===== config.mk =====
export PLATFORM = sky130hd
export DESIGN_NAME = gamepad_output_report_framer_unit
export DESIGN_NICKNAME = d
export VERILOG_FILES = /design/src/sv/gofr_pkg.sv /design/src/sv/gamepad_output_report_framer_unit.sv /design/src/sv/gofr_seq.sv /design/src/sv/gofr_dp.sv
export SDC_FILE = /design/constraint.sdc
export NUM_CORES = 1
export LEC_CHECK = 0
export ABC_CLOCK_PERIOD_IN_PS = 11500
export BUFFER_PORTS_ARGS = -buffer_cell sky130_fd_sc_hd__buf_2
export CORE_MARGIN = 3
export CORE_UTILIZATION = 45
export DETAILED_ROUTE_END_ITERATION = 10
export MAX_ROUTING_LAYER = met4
export PLACE_DENSITY_LB_ADDON = 0.3
export SLEW_MARGIN = 20
export SYNTH_ARGS = -nofsm -noshare
export SYNTH_HDL_FRONTEND = slang
export SYNTH_SLANG_ARGS = --single-unit

===== constraint.sdc =====
create_clock -name clk -period 11.5 [get_ports clk]
set_clock_uncertainty 0.2 [all_clocks]
set_input_delay 0.575 -clock clk [delete_from_list [all_inputs] [get_ports clk]]
set_output_delay 0.575 -clock clk [all_outputs]
set_load 0.01 [all_outputs]

===== src/sv/gofr_pkg.sv =====
package gofr_pkg;

  localparam int MAX_REPORT = 80;
  localparam int BT_REPORT_BYTES_DEFAULT = 78;
  localparam int USB_REPORT_BYTES_DEFAULT = 63;

  // link modes
  localparam logic [1:0] LINK_USB = 2'd0;
  localparam logic [1:0] LINK_BT  = 2'd1;

  // requests
  localparam logic [1:0] CMD_RUMBLE      = 2'd0;
  localparam logic [1:0] CMD_LIGHT_BAR   = 2'd1;
  localparam logic [1:0] CMD_PLAYER_LEDS = 2'd2;
  localparam logic [1:0] CMD_TRIGGER     = 2'd3;

  // result status codes
  localparam logic [1:0] STATUS_OK           = 2'd0;
  localparam logic [1:0] STATUS_BAD_LINK     = 2'd1;
  localparam logic [1:0] STATUS_SHORT_BUFFER = 2'd2;
  localparam logic [1:0] STATUS_UNSUPPORTED  = 2'd3;

  // configuration register indexes
  localparam logic CFG_LINK_MODE       = 1'b0;
  localparam logic CFG_BUFFER_CAPACITY = 1'b1;

  // report bytes
  localparam logic [7:0] BT_REPORT_ID    = 8'h31;
  localparam logic [7:0] USB_REPORT_ID   = 8'h02;
  localparam logic [7:0] BT_TAG          = 8'h10;
  localparam logic [7:0] RUMBLE_FLAGS    = 8'h03;
  localparam logic [7:0] LIGHT_BAR_FLAG  = 8'h04;
  localparam logic [7:0] PLAYER_LED_FLAG = 8'h10;
  localparam logic [4:0] PLAYER_BITS     = 5'h1F;
  localparam logic [7:0] CRC_SEED_BYTE   = 8'hA2;

  // offsets inside the common block
  localparam int OFS_FLAG0  = 0;
  localparam int OFS_FLAG1  = 1;
  localparam int OFS_WEAK   = 2;
  localparam int OFS_STRONG = 3;
  localparam int OFS_LEDS   = 43;
  localparam int OFS_RED    = 44;
  localparam int OFS_GREEN  = 45;
  localparam int OFS_BLUE   = 46;
  localparam int BT_BASE    = 3;
  localparam int USB_BASE   = 1;

  // microprogram steps
  typedef enum logic [1:0] {
    STEP_WAIT,
    STEP_CHECK,
    STEP_EMIT,
    STEP_ERROR
  } step_t;

  typedef enum logic [2:0] {
    COND_NEVER,
    COND_NO_INPUT,
    COND_SLOT_BUSY,
    COND_REFUSED,
    COND_LAST_WORD
  } cond_t;

  typedef struct packed {
    logic  take_input;
    logic  check;
    logic  emit_word;
    logic  emit_error;
    cond_t wait_cond;
    cond_t jump_cond;
    step_t jump_to;
    step_t next;
  } uword_t;

  typedef struct packed {
    logic take_input;
    logic check;
    logic issue_word;
    logic issue_error;
  } ctrl_t;

  typedef struct packed {
    logic in_valid;
    logic slot_busy;
    logic refused;
    logic last_word;
  } sts_t;

  function automatic logic [31:0] crc_byte(input logic [31:0] crc, input logic [7:0] b);
    logic [31:0] c;
    c = crc ^ {24'h0, b};
    for (int i = 0; i < 8; i++) begin
      c = c[0] ? ((c >> 1) ^ 32'hEDB88320) : (c >> 1);
    end
    return c;
  endfunction

  localparam logic [31:0] CRC_SEED = crc_byte(32'hFFFFFFFF, CRC_SEED_BYTE);

endpackage


===== src/sv/gamepad_output_report_framer_unit.sv =====
// Output report framer: one request (rumble, light bar or player LEDs) is taken on the
// input beat and comes out as a run of little-endian four-byte beats, the first report
// byte in bits 7..0, with last set on the final beat. USB framing gives USB_REPORT_BYTES
// bytes (16 beats at 63); Bluetooth framing gives BT_REPORT_BYTES bytes (20 beats at 78)
// with the sequence nibble and a CRC-32 in the last four bytes, folded in as the beats
// are built. A refused request (bad link mode, buffer_capacity below the report size,
// or an adaptive-trigger request) gives one beat with its status code and zero data.
// A request is taken in the wait step and checked in the check step, then issued at one
// beat per cycle while the output is not stalled, through the single output register
// that the microcoded sequencer fills. The next request is taken after the last beat
// has been issued. The user must write configuration via cfg_we, cfg_index and cfg_data
// only while no request is in flight; the block itself does not enforce this.
module gamepad_output_report_framer_unit #(
  parameter int BT_REPORT_BYTES  = gofr_pkg::BT_REPORT_BYTES_DEFAULT,
  parameter int USB_REPORT_BYTES = gofr_pkg::USB_REPORT_BYTES_DEFAULT
) (
  input  logic               clk,
  input  logic               rst,
  input  logic               cfg_we,
  input  logic               cfg_index,
  input  logic [7:0]         cfg_data,
  input  logic               in_valid,
  output logic               in_stall,
  input  logic [1:0]         cmd,
  input  logic signed [15:0] high_freq_level,
  input  logic signed [15:0] low_freq_level,
  input  logic [7:0]         red,
  input  logic [7:0]         green,
  input  logic [7:0]         blue,
  input  logic [7:0]         player_mask,
  output logic               out_valid,
  input  logic               out_stall,
  output logic [31:0]        report_word,
  output logic [2:0]         bytes_valid,
  output logic               last,
  output logic [1:0]         status
);

  gofr_pkg::ctrl_t ctrl;
  gofr_pkg::sts_t  sts;

  gofr_seq u_seq (
    .clk  (clk),
    .rst  (rst),
    .sts  (sts),
    .ctrl (ctrl)
  );

  gofr_dp #(
    .BT_REPORT_BYTES  (BT_REPORT_BYTES),
    .USB_REPORT_BYTES (USB_REPORT_BYTES)
  ) u_dp (
    .clk             (clk),
    .rst             (rst),
    .ctrl            (ctrl),
    .sts             (sts),
    .cfg_we          (cfg_we),
    .cfg_index       (cfg_index),
    .cfg_data        (cfg_data),
    .in_valid        (in_valid),
    .in_stall        (in_stall),
    .cmd             (cmd),
    .high_freq_level (high_freq_level),
    .low_freq_level  (low_freq_level),
    .red             (red),
    .green           (green),
    .blue            (blue),
    .player_mask     (player_mask),
    .out_valid       (out_valid),
    .out_stall       (out_stall),
    .report_word     (report_word),
    .bytes_valid     (bytes_valid),
    .last            (last),
    .status          (status)
  );

endmodule


===== src/sv/gofr_seq.sv =====
module gofr_seq (
  input  logic           clk,
  input  logic           rst,
  input  gofr_pkg::sts_t  sts,
  output gofr_pkg::ctrl_t ctrl
);

  gofr_pkg::step_t  step;
  gofr_pkg::step_t  step_next;
  gofr_pkg::uword_t uw;
  logic             hold;
  logic             jump;

  function automatic gofr_pkg::uword_t urom(input gofr_pkg::step_t s);
    gofr_pkg::uword_t u;
    u = '{take_input: 1'b0, check: 1'b0, emit_word: 1'b0, emit_error: 1'b0,
          wait_cond: gofr_pkg::COND_NEVER, jump_cond: gofr_pkg::COND_NEVER,
          jump_to: gofr_pkg::STEP_WAIT, next: gofr_pkg::STEP_WAIT};
    case (s)
      gofr_pkg::STEP_WAIT: begin
        u.take_input = 1'b1;
        u.wait_cond  = gofr_pkg::COND_NO_INPUT;
        u.next       = gofr_pkg::STEP_CHECK;
      end
      gofr_pkg::STEP_CHECK: begin
        u.check     = 1'b1;
        u.jump_cond = gofr_pkg::COND_REFUSED;
        u.jump_to   = gofr_pkg::STEP_ERROR;
        u.next      = gofr_pkg::STEP_EMIT;
      end
      gofr_pkg::STEP_EMIT: begin
        u.emit_word = 1'b1;
        u.wait_cond = gofr_pkg::COND_SLOT_BUSY;
        u.jump_cond = gofr_pkg::COND_LAST_WORD;
        u.jump_to   = gofr_pkg::STEP_WAIT;
        u.next      = gofr_pkg::STEP_EMIT;
      end
      gofr_pkg::STEP_ERROR: begin
        u.emit_error = 1'b1;
        u.wait_cond  = gofr_pkg::COND_SLOT_BUSY;
        u.next       = gofr_pkg::STEP_WAIT;
      end
      default: begin
        u.next = gofr_pkg::STEP_WAIT;
      end
    endcase
    return u;
  endfunction

  function automatic logic cond_true(input gofr_pkg::cond_t c, input gofr_pkg::sts_t s);
    logic r;
    case (c)
      gofr_pkg::COND_NEVER:     r = 1'b0;
      gofr_pkg::COND_NO_INPUT:  r = ~s.in_valid;
      gofr_pkg::COND_SLOT_BUSY: r = s.slot_busy;
      gofr_pkg::COND_REFUSED:   r = s.refused;
      gofr_pkg::COND_LAST_WORD: r = s.last_word;
      default:                  r = 1'b0;
    endcase
    return r;
  endfunction

  always_comb begin
    uw   = urom(step);
    hold = cond_true(uw.wait_cond, sts);
    jump = cond_true(uw.jump_cond, sts);
  end

  // next step
  always_comb begin
    if (hold) begin
      step_next = step;
    end else if (jump) begin
      step_next = uw.jump_to;
    end else begin
      step_next = uw.next;
    end
  end

  // control outputs
  always_comb begin
    ctrl.take_input  = uw.take_input;
    ctrl.check       = uw.check & ~hold;
    ctrl.issue_word  = uw.emit_word & ~hold;
    ctrl.issue_error = uw.emit_error & ~hold;
  end

  always_ff @(posedge clk) begin
    if (rst) begin
      step <= gofr_pkg::STEP_WAIT;
    end else begin
      step <= step_next;
    end
  end

endmodule


===== src/sv/gofr_dp.sv =====
module gofr_dp #(
  parameter int BT_REPORT_BYTES  = gofr_pkg::BT_REPORT_BYTES_DEFAULT,
  parameter int USB_REPORT_BYTES = gofr_pkg::USB_REPORT_BYTES_DEFAULT
) (
  input  logic               clk,
  input  logic               rst,
  input  gofr_pkg::ctrl_t     ctrl,
  output gofr_pkg::sts_t      sts,
  input  logic               cfg_we,
  input  logic               cfg_index,
  input  logic [7:0]         cfg_data,
  input  logic               in_valid,
  output logic               in_stall,
  input  logic [1:0]         cmd,
  input  logic signed [15:0] high_freq_level,
  input  logic signed [15:0] low_freq_level,
  input  logic [7:0]         red,
  input  logic [7:0]         green,
  input  logic [7:0]         blue,
  input  logic [7:0]         player_mask,
  output logic               out_valid,
  input  logic               out_stall,
  output logic [31:0]        report_word,
  output logic [2:0]         bytes_valid,
  output logic               last,
  output logic [1:0]         status
);

  localparam int BtSize   = (BT_REPORT_BYTES > gofr_pkg::MAX_REPORT) ?
                            gofr_pkg::MAX_REPORT : BT_REPORT_BYTES;
  localparam int UsbSize  = (USB_REPORT_BYTES > gofr_pkg::MAX_REPORT) ?
                            gofr_pkg::MAX_REPORT : USB_REPORT_BYTES;
  localparam int MaxWords = (gofr_pkg::MAX_REPORT + 3) / 4;
  localparam int WordW    = $clog2(MaxWords);
  localparam int PosW     = WordW + 2;

  localparam logic [7:0]       BtNominal  = 8'(BT_REPORT_BYTES);
  localparam logic [7:0]       UsbNominal = 8'(USB_REPORT_BYTES);
  localparam logic [WordW-1:0] BtLast     = WordW'((BtSize + 3) / 4 - 1);
  localparam logic [WordW-1:0] UsbLast    = WordW'((UsbSize + 3) / 4 - 1);
  localparam logic [PosW-1:0]  BtSizeP    = PosW'(BtSize);
  localparam logic [PosW-1:0]  UsbSizeP   = PosW'(UsbSize);
  localparam logic [PosW-1:0]  BtCrcPos   = PosW'(BtSize - 4);

  function automatic logic [7:0] level_to_byte(input logic signed [15:0] x);
    logic [21:0] scaled;
    logic [7:0]  r;
    scaled = 22'(x[13:0]) * 22'd255 + 22'd8192;
    if (x <= 16'sd0) begin
      r = 8'd0;
    end else if (x >= 16'sd16384) begin
      r = 8'd255;
    end else begin
      r = scaled[21:14];
    end
    return r;
  endfunction

  // configuration
  logic [1:0] link_mode;
  logic [7:0] buffer_capacity;
  logic [3:0] bt_seq_counter;

  // captured request
  logic [1:0]         cmd_r;
  logic signed [15:0] high_r;
  logic signed [15:0] low_r;
  logic [7:0]         red_r;
  logic [7:0]         green_r;
  logic [7:0]         blue_r;
  logic [4:0]         leds_r;

  // per-request working registers
  logic             is_bt;
  logic [1:0]       err_code;
  logic [7:0]       seq_byte;
  logic [7:0]       weak_byte;
  logic [7:0]       strong_byte;
  logic [WordW-1:0] word;
  logic [31:0]      crc;

  logic             link_bad;
  logic             cap_short;
  logic [1:0]       check_code;
  logic             bt_now;

  logic [PosW-1:0]  word_pos;
  logic [PosW-1:0]  base;
  logic [PosW-1:0]  size_p;
  logic [PosW-1:0]  remaining;
  logic [2:0]       valid_n;
  logic [PosW-1:0]  pos      [4];
  logic [7:0]       data_b   [4];
  logic             crc_slot [4];
  logic [31:0]      crc_next;
  logic [31:0]      crc_fin;
  logic [31:0]      word_out;
  logic [7:0]       fb;
  logic [1:0]       crc_idx;

  assign in_stall = ~ctrl.take_input;

  always_comb begin
    bt_now    = (link_mode == gofr_pkg::LINK_BT);
    link_bad  = (link_mode != gofr_pkg::LINK_USB) && !bt_now;
    cap_short = buffer_capacity < (bt_now ? BtNominal : UsbNominal);
    if (link_bad) begin
      check_code = gofr_pkg::STATUS_BAD_LINK;
    end else if (cap_short) begin
      check_code = gofr_pkg::STATUS_SHORT_BUFFER;
    end else if (cmd_r == gofr_pkg::CMD_TRIGGER) begin
      check_code = gofr_pkg::STATUS_UNSUPPORTED;
    end else begin
      check_code = gofr_pkg::STATUS_OK;
    end
  end

  always_comb begin
    sts.in_valid  = in_valid;
    sts.slot_busy = out_valid & out_stall;
    sts.refused   = (check_code != gofr_pkg::STATUS_OK);
    sts.last_word = (word == (is_bt ? BtLast : UsbLast));
  end

  // frame bytes of the current word, crc folded over the bytes ahead of the crc field
  always_comb begin
    word_pos  = {word, 2'b00};
    base      = is_bt ? PosW'(gofr_pkg::BT_BASE) : PosW'(gofr_pkg::USB_BASE);
    size_p    = is_bt ? BtSizeP : UsbSizeP;
    remaining = size_p - word_pos;
    valid_n   = (remaining >= PosW'(4)) ? 3'd4 : remaining[2:0];
    crc_next  = crc;
    for (int k = 0; k < 4; k++) begin
      pos[k] = word_pos + PosW'(k);
      fb = 8'h00;
      if (is_bt) begin
        if (pos[k] == PosW'(0)) fb = gofr_pkg::BT_REPORT_ID;
        if (pos[k] == PosW'(1)) fb = seq_byte;
        if (pos[k] == PosW'(2)) fb = gofr_pkg::BT_TAG;
      end else begin
        if (pos[k] == PosW'(0)) fb = gofr_pkg::USB_REPORT_ID;
      end
      case (cmd_r)
        gofr_pkg::CMD_RUMBLE: begin
          if (pos[k] == base + PosW'(gofr_pkg::OFS_FLAG0))  fb = gofr_pkg::RUMBLE_FLAGS;
          if (pos[k] == base + PosW'(gofr_pkg::OFS_WEAK))   fb = weak_byte;
          if (pos[k] == base + PosW'(gofr_pkg::OFS_STRONG)) fb = strong_byte;
        end
        gofr_pkg::CMD_LIGHT_BAR: begin
          if (pos[k] == base + PosW'(gofr_pkg::OFS_FLAG1)) fb = gofr_pkg::LIGHT_BAR_FLAG;
          if (pos[k] == base + PosW'(gofr_pkg::OFS_RED))   fb = red_r;
          if (pos[k] == base + PosW'(gofr_pkg::OFS_GREEN)) fb = green_r;
          if (pos[k] == base + PosW'(gofr_pkg::OFS_BLUE))  fb = blue_r;
        end
        gofr_pkg::CMD_PLAYER_LEDS: begin
          if (pos[k] == base + PosW'(gofr_pkg::OFS_FLAG1)) fb = gofr_pkg::PLAYER_LED_FLAG;
          if (pos[k] == base + PosW'(gofr_pkg::OFS_LEDS))  fb = {3'b000, leds_r};
        end
        default: ;
      endcase
      data_b[k]   = fb;
      crc_slot[k] = is_bt && (pos[k] >= BtCrcPos);
      if (is_bt && (pos[k] < BtCrcPos)) begin
        crc_next = gofr_pkg::crc_byte(crc_next, fb);
      end
    end
    crc_fin  = ~crc_next;
    word_out = 32'h0;
    for (int k = 0; k < 4; k++) begin
      crc_idx = 2'(pos[k] - BtCrcPos);
      if (3'(k) < valid_n) begin
        word_out[8*k +: 8] = crc_slot[k] ? crc_fin[8*crc_idx +: 8] : data_b[k];
      end
    end
  end

  always_ff @(posedge clk) begin
    if (rst) begin
      link_mode       <= gofr_pkg::LINK_USB;
      buffer_capacity <= 8'd78;
    end else if (cfg_we) begin
      if (cfg_index == gofr_pkg::CFG_LINK_MODE) begin
        link_mode <= cfg_data[1:0];
      end
      if (cfg_index == gofr_pkg::CFG_BUFFER_CAPACITY) begin
        buffer_capacity <= cfg_data;
      end
    end
  end

  // sequence advances once a Bluetooth link and the buffer pass the check, even for a refused request
  always_ff @(posedge clk) begin
    if (rst) begin
      bt_seq_counter <= 4'd0;
    end else if (ctrl.check && bt_now && !cap_short) begin
      bt_seq_counter <= bt_seq_counter + 4'd1;
    end
  end

  always_ff @(posedge clk) begin
    if (in_valid && !in_stall) begin
      cmd_r   <= cmd;
      high_r  <= high_freq_level;
      low_r   <= low_freq_level;
      red_r   <= red;
      green_r <= green;
      blue_r  <= blue;
      leds_r  <= player_mask[4:0] & gofr_pkg::PLAYER_BITS;
    end
  end

  always_ff @(posedge clk) begin
    if (ctrl.check) begin
      is_bt       <= bt_now;
      err_code    <= check_code;
      seq_byte    <= {bt_seq_counter, 4'h0};
      weak_byte   <= level_to_byte(high_r);
      strong_byte <= level_to_byte(low_r);
      word        <= '0;
      crc         <= gofr_pkg::CRC_SEED;
    end else if (ctrl.issue_word) begin
      word <= word + WordW'(1);
      crc  <= crc_next;
    end
  end

  // output register
  always_ff @(posedge clk) begin
    if (rst) begin
      out_valid <= 1'b0;
    end else if (ctrl.issue_word || ctrl.issue_error) begin
      out_valid <= 1'b1;
    end else if (!out_stall) begin
      out_valid <= 1'b0;
    end
  end

  always_ff @(posedge clk) begin
    if (ctrl.issue_word) begin
      report_word <= word_out;
      bytes_valid <= valid_n;
      last        <= sts.last_word;
      status      <= gofr_pkg::STATUS_OK;
    end else if (ctrl.issue_error) begin
      report_word <= 32'h0;
      bytes_valid <= 3'd0;
      last        <= 1'b1;
      status      <= err_code;
    end
  end

endmodule

==> results.txt <==
Critical path's largest stage delay = 0.85 ns
Unique masters post-synth = 96
Final #Nets = 2187
Yosys warns = 0
Top delay family on crit path = simple AND/OR/NAND/NOR gates
Vias = 13.4k
WP data required = 11.56 ns
GR Util All Layers = 0.244
Diodes inserted = 0
R2R Path Start = u_dp.is_bt
Max Root-Sink Buffers = 2
DRC = 0
Status = complete, no violations
Final Hold Vio Count = 0
Die area = 41600 um2
Synth top area share = 0.208
Crit path kind = flip-flop to flip-flop
Fin util = 0.505
Worst path most repeated cell = xnor3_1
Most frequent cell after synthesis = xnor2_1
CTS Sinks = 178
WP buf/inv = 1
IO buf count = 116
EDFF count, synth = 122
Synth Register Bits = 178
Synthesized cell area = 17600 um2
Critical Path Sink Type = flip-flop
Drt total wl = 48500 um
Sequential-to-total area share from yosys stat = 0.271
Core ar. = 38100 um2
Vias per cell = 5.65
Synth area leader = edfxtp_1
Clk root buf = clkbuf_16
Hold Path Class = input port to flip-flop
Hold Path Origin = low_freq_level[15]
Cells after Synth = 1773
CP Max Fanout = 20
Setup violators final = 0
CTS-repair resized insts = 0
Die width = 204 um
Share of the cycle needed by the critical path after routing = 0.814
CTS H-Tree Depth = 4
GP Congestion = 0.984
Worst-path cell chain = inv_1 -> ha_1 -> and4b_1 -> and3_1 -> o21a_1 -> nor4_2 -> or3_1 -> xnor3_1 -> a21boi_1 -> a2111oi_4 -> xor2_4 -> xnor3_1 -> a32o_1 -> or2_1 -> xnor2_4 -> mux2_2 -> nor4b_4 -> xor2_2 -> xnor2_1 -> xor2_1 -> a21oi_1 -> a211oi_1
Max-Cap Viols = 0
Area grow syn2layout = 9.21%
Cell Rows = 71
CTS tree = built
Crit-path slowest cell = edfxtp_1
Layout cells sized above 1 = 0.113
Post-DRT Antenna Nets = 0
TritonCTS buffer count = 17
Clk slew on worst S/H paths = 0.07 ns
RSZ-0062 raised after global routing = no
Tmin final = 9.36 ns
Most used DFF post-synth = edfxtp_1
Place WS = 2.40 ns
Starting Density = 0.463
Critical R2R Capture = u_dp.report_word[9]
Top post-synthesis cells by area = edfxtp_1 21%, fa_1 14%, ha_1 9.6%, xnor2_1 8.4%, dfxtp_1 6.4%
Post-CTS setup repair buffer count = 0
Hold-fix buffers, CTS = 0
Setup TNS Final = 0 ns
Avg Cell Area, Syn = 9.94 um2
Filler cells = 3487
DP Wirelength = 38700 um
Worst slew pin tran = 1.25 ns
R2R depth = 22
R2R Setup Slk = 2.14 ns
Vias in the first global route = 13.4k
Die height = 204 um
Initial antenna violation count = 0
Net Count, Synth = 2107
Worst Hold Depth = 1
Achievable Freq = 107 MHz
Drt pass-1 iters = 6
Crit path DAT = 9.41 ns
Later-pin clock latency in the skew report = 0.47 ns
Post-synth ARST share = 0
First-pass GRT wire length = 75600 um
Relative slew slack = 0.159
Boundary pin count = 120
Gr ovfl total = 0
Startpoint types = flip-flop
Final Max Tran Viols = 0
Top post-synthesis cells by count = 169 x xnor2_1, 149 x inv_1, 135 x ha_1, 126 x nor2_1, 122 x edfxtp_1
WL per Instance = 20.4 um
Initial DRC count = 1180
Final worst setup slack = 2.14 ns
Largest net degree at the start of global routing = 64
WHS Endpoint = u_dp.low_r[15]
-- cells by family after synthesis --
kind of cell | synth area share
compound gates | 0.140
xor+xnor | 0.161
fa+ha+maj | 0.231
buf+inv | 0.0490
flops | 0.271
mux | 0.0109
simple gates | 0.137
-- metal layers --
layer / global-route usage / vias up / share of wire
li1: - / 6310 / -
met1: 0.317 / 6483 / 0.43
met2: 0.383 / 519 / 0.46
met3: 0.0377 / 113 / 0.065
met4: 0.101 / 0 / 0.045
met5: - / - / 0
-- how the worst max path moves through the flow --
stage	cells past startpoint	endpoint	start
finish	22	u_dp.report_word[9]	u_dp.is_bt
global route	22	u_dp.report_word[9]	u_dp.is_bt
CTS	22	u_dp.report_word[9]	u_dp.is_bt
detailed placement	22	u_dp.report_word[9]	u_dp.is_bt
global placement	22	u_dp.report_word[9]	u_dp.is_bt
floorplan	26	u_dp.report_word[9]	u_dp.is_bt
-- sequential cells by signal, indices dropped and copies added, names as in the netlist, 5 cells and up --
name and cells:
u_dp.word 5, u_dp.strong_byte 8, u_dp.crc 32, u_dp.weak_byte 8
u_dp.high_r 16, u_dp.low_r 16, u_dp.red_r 8, u_dp.report_word 32
u_dp.blue_r 8, u_dp.buffer_capacity 8, u_dp.leds_r 5, u_dp.green_r 8
-- cells in the final DEF (no fill, tap or decap), types with 14 or more instances in the layout --
master	synthesis	routed
a211oi_1	14	14
a21oi_1	106	106
and2_1	21	20
and3_1	22	22
buf_2	7	117
buf_4	1	16
clkbuf_16	0	17
dfxtp_1	56	56
edfxtp_1	122	122
fa_1	119	119
ha_1	135	134
inv_1	149	149
nand2_1	105	104
nand3_1	38	38
nand4_1	21	21
nor2_1	126	126
nor2b_1	21	21
nor3_1	34	34
o21a_1	38	38
o21ai_0	65	65
xnor2_1	169	169
xnor3_1	22	22
xor2_1	63	63
-- area by class of cell --
type                    count  area (um2)  area share
clock buffers              17         425      0.0221
multi-input cells        1374       12000       0.623
clock inverters            15         151     0.00786
repair buffers            133         706      0.0367
flip-flops and latches    178        4780       0.249
well taps                 511         639      0.0332
inverters                 149         559      0.0290
-- per-stage QoR --
| step | std cells | instance area (um2) | hold slack [ns] |
|---|---|---|---|
| 6_report | 2377 | 19300 | 0.0788 |
| 3_3_place_gp | 2344 | 18700 | 0.241 |
| 2_1_floorplan | 1773 | 17600 | 0.228 |
| 4_1_cts | 2377 | 19300 | 0.0618 |
| 3_5_place_dp | 2345 | 18700 | 0.240 |
| 5_1_grt | 2377 | 19300 | 0.0641 |
Power is not shown: default switching activity piles up to over one toggle a cycle in this logic, so the estimate is an artifact.
